<file path="config.mk">
export PLATFORM = sky130hd
export DESIGN_NAME = srt_cell
export DESIGN_NICKNAME = d
export VERILOG_FILES = /design/src/hw/rtl/srt_pkg.sv /design/src/hw/rtl/srt_cell.sv
export SDC_FILE = /design/constraint.sdc
export NUM_CORES = 1
export LEC_CHECK = 0
export BUFFER_PORTS_ARGS = -buffer_cell sky130_fd_sc_hd__buf_2
export CAP_MARGIN = 20
export CORE_MARGIN = 2
export CORE_UTILIZATION = 45
export CTS_CLUSTER_DIAMETER = 60
export DETAILED_ROUTE_END_ITERATION = 7
export GPL_ROUTABILITY_DRIVEN = 0
export PLACE_DENSITY = 0.78
export SLEW_MARGIN = 10
export SYNTH_ARGS = -nofsm -noshare
export SYNTH_HDL_FRONTEND = slang
export SYNTH_SLANG_ARGS = --single-unit
</file>
<file path="constraint.sdc">
create_clock -name clock -period 8.7 [get_ports clock]
set_input_delay 0.435 -clock clock [delete_from_list [all_inputs] [get_ports clock]]
set_output_delay 0.435 -clock clock [all_outputs]
set_load 0.03 [all_outputs]
</file>
<file path="src/hw/rtl/srt_pkg.sv">
// srt_pkg: sizes, codes and shared types of the sorted rank table
// used by srt_cell, srt_gather and sorted_rank_table_top; no dependencies
package srt_pkg;

   localparam int CAPACITY = 256;
   localparam int INDEX_W  = $clog2(CAPACITY);
   localparam int COUNT_W  = $clog2(CAPACITY + 1);
   localparam int RANK_W   = 9;
   localparam int KEY_W    = 32;
   localparam int WIDE_W   = (RANK_W > INDEX_W + 1) ? RANK_W : INDEX_W + 1;
   localparam int REQ_DATA_W = 80;
   localparam int RSP_DATA_W = 88;

   typedef enum logic [1:0] {
      OP_INSERT  = 2'd0,
      OP_DELETE  = 2'd1,
      OP_RANK    = 2'd2,
      OP_AT_RANK = 2'd3
   } op_type;

   typedef enum logic [1:0] {
      ST_OK        = 2'd0,
      ST_NOT_FOUND = 2'd1,
      ST_FULL      = 2'd2,
      ST_UNUSED    = 2'd3
   } status_type;

   // broadcast from the control to every cell
   typedef struct packed {
      logic                     cmp_en;
      logic                     ins_en;
      logic                     del_en;
      logic signed [KEY_W-1:0]  score;
      logic signed [KEY_W-1:0]  id;
      logic [COUNT_W-1:0]       count;
      logic [RANK_W-1:0]        qrank;
   } srt_ctrl_type;

   // gathered answer of the whole row
   typedef struct packed {
      logic [COUNT_W-1:0]       pos;
      logic                     hit;
      logic                     pick;
      logic signed [KEY_W-1:0]  score;
      logic signed [KEY_W-1:0]  id;
   } srt_gather_type;

endpackage

</file>
<file path="src/hw/rtl/srt_cell.sv">
// srt_cell: one slot of the sorted row, holding one (score, id) entry
// compares against the broadcast key and shifts toward either neighbor; uses srt_pkg
module srt_cell
   import srt_pkg::*;
(
   input  logic                    clock,
   input  srt_ctrl_type            ctrl,
   input  logic [INDEX_W-1:0]      cell_index,
   input  logic                    left_lt,
   input  logic signed [KEY_W-1:0] left_score,
   input  logic signed [KEY_W-1:0] left_id,
   input  logic signed [KEY_W-1:0] right_score,
   input  logic signed [KEY_W-1:0] right_id,
   output logic signed [KEY_W-1:0] cell_score,
   output logic signed [KEY_W-1:0] cell_id,
   output logic                    cell_lt,
   output logic                    cell_edge,
   output logic                    cell_hit,
   output logic                    cell_pick
);

   logic signed [KEY_W-1:0] score_ff, score_in;
   logic signed [KEY_W-1:0] id_ff, id_in;
   logic lt_ff, lt_in;
   logic eq_ff, eq_in;
   logic sel_ff, sel_in;
   logic valid;
   logic less;
   logic same;

   assign valid = COUNT_W'(cell_index) < ctrl.count;
   assign less  = (score_ff < ctrl.score) || ((score_ff == ctrl.score) && (id_ff < ctrl.id));
   assign same  = (score_ff == ctrl.score) && (id_ff == ctrl.id);

   always_comb begin
      lt_in    = lt_ff;
      eq_in    = eq_ff;
      sel_in   = sel_ff;
      score_in = score_ff;
      id_in    = id_ff;
      if (ctrl.cmp_en) begin
         lt_in  = valid && less;
         eq_in  = valid && same;
         sel_in = valid && (WIDE_W'(ctrl.qrank) == WIDE_W'(cell_index) + WIDE_W'(1));
      end
      // entries at or above the insert point move up one slot
      if (ctrl.ins_en && !lt_ff) begin
         if (left_lt) begin
            score_in = ctrl.score;
            id_in    = ctrl.id;
         end else begin
            score_in = left_score;
            id_in    = left_id;
         end
      end
      // entries from the removed one upward move down one slot
      if (ctrl.del_en && !lt_ff) begin
         score_in = right_score;
         id_in    = right_id;
      end
   end

   always_ff @(posedge clock) begin
      lt_ff    <= lt_in;
      eq_ff    <= eq_in;
      sel_ff   <= sel_in;
      score_ff <= score_in;
      id_ff    <= id_in;
   end

   assign cell_score = score_ff;
   assign cell_id    = id_ff;
   assign cell_lt    = lt_ff;
   assign cell_edge  = left_lt && !lt_ff;
   assign cell_hit   = left_lt && !lt_ff && eq_ff;
   assign cell_pick  = sel_ff;

endmodule

</file>
== Word level (Yosys, flattened, before mapping) ==
Cells that the tools add are included.
Word-level totals
  flip-flop bits (word level): 67
  latch bits: 0
  memory bits (writable): 0
  memory bits (read-only): 0
  input bits: 223
  word-level logic and storage cells: 30
  memories: 0
Cells by class
  add/sub/neg operators: 1
  multiply operators: 0
  div/mod/pow operators: 0
  magnitude comparators: 3
  equality and inequality tests: 3
  shift-type cells: 0
  multiplexer cells: 6
  bitwise logic cells: 0
  reduce and logical (&&, ||, !) cells: 12
Operator list (count)
  32-bit 2-to-1 mux: 6
  32-bit == test: 2
  32-bit < comparator: 2
  8-bit by 1-bit adder with 9-bit output (second input constant): 1
  9-bit == test: 1
  1-bit logical AND: 9
  8-bit by 9-bit < comparator with 1-bit output: 1
  2-bit nonzero test: 1
  1-bit logical NOT: 1
  1-bit logical OR: 1

== Depth between registers and ports, before layout ==
  depth in word-level cells: 4
  gate-level depth with buffers: 9

== Worst setup path after synthesis ==
No wires, ideal clock.
  kind: register -> register
  from: reg lt_ff (netlist: cell_lt)
  to: reg id_ff[0] (netlist: cell_id[0]) (enable)
  arrival time: 3.293 ns
  data required time: 8.212 ns
  setup slack: 4.919 ns
  cell stages (with the launch flop): 2
  path buffers: 0
  period minus slack after synthesis: 3.781 ns
  path through: edfxtp_1 > nor2_1
On the way
  cells in the longest elaborated chain, start to end: 3
  elaborated cells between the ends (all ways): 4
  those cells by class: reduce/logical: 4
RTL lines
  start: declaration: line srt_cell.sv:24  | logic lt_ff, lt_in;
  start signal: assignment: line srt_cell.sv:64  | lt_ff <= lt_in;
  1-bit logical NOT *: line srt_cell.sv:47, srt_cell.sv:57
  1-bit logical AND (on tied branches): line srt_cell.sv:47, srt_cell.sv:57
  2-bit nonzero test (no line) *
  end signal: assignment: line srt_cell.sv:68  | id_ff <= id_in;
  end: declaration: line srt_cell.sv:23  | logic signed [KEY_W-1:0] id_ff, id_in;
Mark *: on every way between the ends. The rest lies on a longest branch, timed or not.
A chain may end at the register's enable or synchronous reset.

== Final worst setup path ==
  from: in left_lt
  to: out cell_hit
On the way
  cells in the longest elaborated chain, start to end: 2
RTL lines
  start: declaration: line srt_cell.sv:9  | input logic left_lt,
  1-bit logical AND (2 in a row): line srt_cell.sv:75  | assign cell_hit = left_lt && !lt_ff && eq_ff;
  end: declaration: line srt_cell.sv:18  | output logic cell_hit,
Every way passes these cells.

==> impl_metrics.env <==
export IMPL_status="finished, final reports clean"
export IMPL_antenna_cells=0
export IMPL_fin_cells=1001
export IMPL_slew_violations=0
export IMPL_seq_area_frac_synth_pct=37.4
export IMPL_viasPerCell=5.20
export IMPL_grt_max_degree=69
export IMPL_yosys_cell_types_count=42
export IMPL_post_cts_setup_buffers=0
export IMPL_placementRows=39
export IMPL_required_ps=8270
export IMPL_syn_cell_area_um2=5390
export IMPL_hold_end="cell_score[7]"
export IMPL_ctsHoldBuffers=0
export IMPL_rr_worst_depth=8
export IMPL_routedWlPerCell_um=15.5
export IMPL_syn_mean_instance_area_um2=9.43
export IMPL_cts_buffers=9
export IMPL_multi_input_area_um2=3030
export IMPL_synth_enable_flop_cells=67
export IMPL_whs_ps=381
export IMPL_cts_path_max_buffers=2
export IMPL_grt_pass1_wl_mm=24.5
export IMPL_post_route_period_util_pct=29.4
export IMPL_cp_end_kind="primary output"
export IMPL_synth_seq_cells=67
export IMPL_synthArstFlopShare_pct=0
export IMPL_grt_overflow=0
export IMPL_period_minus_slack_ps=2560
export IMPL_root_buffer="clkbuf_16"
export IMPL_fmax_mhz=391
export IMPL_cts_tree="done"
export IMPL_top_level_ports=291
export IMPL_slowest_delay_ps=680
export IMPL_clk_pin_slew_ps=60
export IMPL_drive_above_1_share_pct=36.7
export IMPL_synth_top_cell_area_share_pct=37.4
export IMPL_sw_frac_of_total_pct=37.6
export IMPL_crit_chain="buf_4, buf_4, nor2b_1, and2_1, buf_2"
export IMPL_sequentialPowerShare_pct=35.3
export IMPL_grt_pass1_vias=5193
export IMPL_core_area_um2=11600
export IMPL_p_sw_mw=0.516
export IMPL_hold_class="in2reg"
export IMPL_drt_pass1_iter_count=4
export IMPL_area_growth_pct=34.9
export IMPL_portBuffers=290
export IMPL_drc=0
export IMPL_finalClockSkew_ps=2.22
export IMPL_ir_drop_uv=100
export IMPL_initial_core_util_pct=46.6
export IMPL_fillers=1015
export IMPL_yosysWarnings=0
export IMPL_cts_resized_gates=0
export IMPL_ys_top_cells_by_count="nand2_1 (81), inv_1 (73), ha_1 (72), o21ai_0 (72), edfxtp_1 (67)"
export IMPL_arrival_ps=2120
export IMPL_tightestPinTransition_ps=792
export IMPL_worstReg2RegEnd="cell_lt"
export IMPL_rsz0062_at_grt="false"
export IMPL_routed_wl_mm=15.5
export IMPL_path_common_cell="buf_4"
export IMPL_p_comb_share_pct=39.3
export IMPL_final_setup_tns_ps=0
export IMPL_clkLatencyLatePin_ps=320
export IMPL_yosysMostFrequentCell="nand2_1"
export IMPL_die_width_um=113
export IMPL_clkPwrFrac_pct=25.4
export IMPL_leakage_nw=3.78
export IMPL_fin_nets=1150
export IMPL_synth_nets=866
export IMPL_htree_levels=3
export IMPL_slew_headroom_pct=47.2
export IMPL_netlist_instances=571
export IMPL_dpl_instance_area_um2=6970
export IMPL_powerDensity_nw_per_um2=189
export IMPL_setup_viol=0
export IMPL_yosys_area_top_type="edfxtp_1"
export IMPL_dpl_hpwl_mm=12.5
export IMPL_antenna_found_initial=0
export IMPL_critPathBufInv=3
export IMPL_fin_area_um2=7260
export IMPL_synth_area_top_cells="edfxtp_1 (37%), ha_1 (17%), mux2i_1 (12%)"
export IMPL_drt_initial_drc_count=266
export IMPL_numPlacedInstances=986
export IMPL_postRouteAntennaNets=0
export IMPL_seq_area_um2=2010
export IMPL_cp_max_fo=46
export IMPL_reg2reg_from="cell_score[14]"
export IMPL_r2r_slack_ps=6230
export IMPL_num_vias=5207
export IMPL_min_delay_start="right_score[7]"
export IMPL_die_h_um=113
export IMPL_cap_violations=0
export IMPL_finalHoldViolations=0
export IMPL_synth_ff_type="edfxtp_1"
export IMPL_p_int_mw=0.858
export IMPL_grt_usage_pct=24.1
export IMPL_worst_setup_path_start_kind="input pin"
export IMPL_cpLargestDelayFamily="buffers and inverters"
export IMPL_slowest_stage="buf_4"
export IMPL_hold_depth=3
export IMPL_crit_type="in2out"
export IMPL_die_area_um2=12900
export IMPL_cts_sinks=67
layout make-up:
cell class / count / share of cell area, %
Clock buffer: 9 / 3.10
Clock inverter: 5 / 0.637
Inverter: 73 / 3.77
Multi-Input combinational cell: 410 / 41.7
Sequential cell: 67 / 27.7
Tap cell: 143 / 2.46
Timing Repair Buffer: 294 / 20.6
power by group through the flow:
stage | clock, mW | sequential, mW | combinational (mW)
CTS | 0.356 | 0.486 | 0.541
floorplan | 0 | 0.613 | 0.231
finish | 0.349 | 0.485 | 0.540
detailed placement | 0 | 0.491 | 0.538
global route | 0.370 | 0.493 | 0.599
global placement | 0 | 0.490 | 0.531
state kept, by name, summed over array words and instances (netlist names):
signal      count
cell_score     32
cell_lt         1
eq_ff           1
cell_pick       1
cell_id        32
per-layer routing:
metal  wire length (µm)  vias to the layer above  GRT usage (%)
met5                  0                        -              0
met4                250                        0           8.05
met3               1200                       18           6.06
met2               7850                      199           43.0
met1               6220                     2375           28.2
li1                   -                     2615              -
cells in the final DEF (no fill, tap or decap), types with 3 or more instances in the layout:
master | synthesis | routed
edfxtp_1 | 67 | 67
nand3_1 | 11 | 11
a21oi_1 | 21 | 21
a21o_1 | 9 | 9
xor2_1 | 6 | 6
and4_1 | 4 | 4
a221oi_1 | 5 | 5
mux2i_1 | 64 | 64
nor3_1 | 4 | 4
inv_1 | 73 | 73
ha_1 | 72 | 72
o21ai_0 | 72 | 72
buf_4 | 0 | 4
nand4_1 | 8 | 8
nor2_1 | 13 | 12
clkbuf_16 | 0 | 9
buf_2 | 5 | 289
nand2_1 | 81 | 81
xnor2_1 | 5 | 5
clkinv_1 | 0 | 3
worst register-to-register path: cells and delay by family, from the launching register on:
family          cells  cell delay (ps)
simple gates        2              620
xor+xnor            1              220
compound gates      4              620
flops               1              420
fa+ha+maj           1              340
logic make-up (layout without fill, tap and decap cells):
kind of cell | count (synthesis) | count (layout) | synth area share (%)
adder cells (fa/ha/maj) | 72 | 72 | 16.7
AND/OR/NAND/NOR | 137 | 137 | 11.9
multiplexers | 64 | 64 | 11.9
buffers and inverters | 94 | 381 | 6.67
AO/OA/AOI/OAI | 126 | 126 | 13.7
XOR/XNOR | 11 | 11 | 1.79
flip-flops | 67 | 67 | 37.4
stage by stage:
| stage | util (%) | power, mW | setup slack, ps |
|---|---|---|---|
| finish | 62.8 | 1.37 | 6140 |
| global route | 62.8 | 1.46 | 5960 |
| CTS | 62.6 | 1.38 | 6120 |
| detailed placement | 60.3 | 1.03 | 6040 |
| global placement | 60.3 | 1.02 | 6020 |
| floorplan | - | 0.844 | 4920 |
worst max path at each step:
| stage | to | slack (ps) | cells past startpoint | from |
|---|---|---|---|---|
| after floorplan | cell_id[0] | 4920 | 1 | cell_lt |
| final | cell_hit | 6140 | 5 | left_lt |
| after CTS | cell_id[4] | 6120 | 3 | cell_lt |
| after global placement | cell_lt | 6020 | 10 | ctrl[65] |
| after detailed placement | cell_lt | 6040 | 10 | ctrl[65] |
| after global routing | cell_lt | 5960 | 8 | cell_score[14] |
Note: power is estimated with default switching activity, not from simulation.
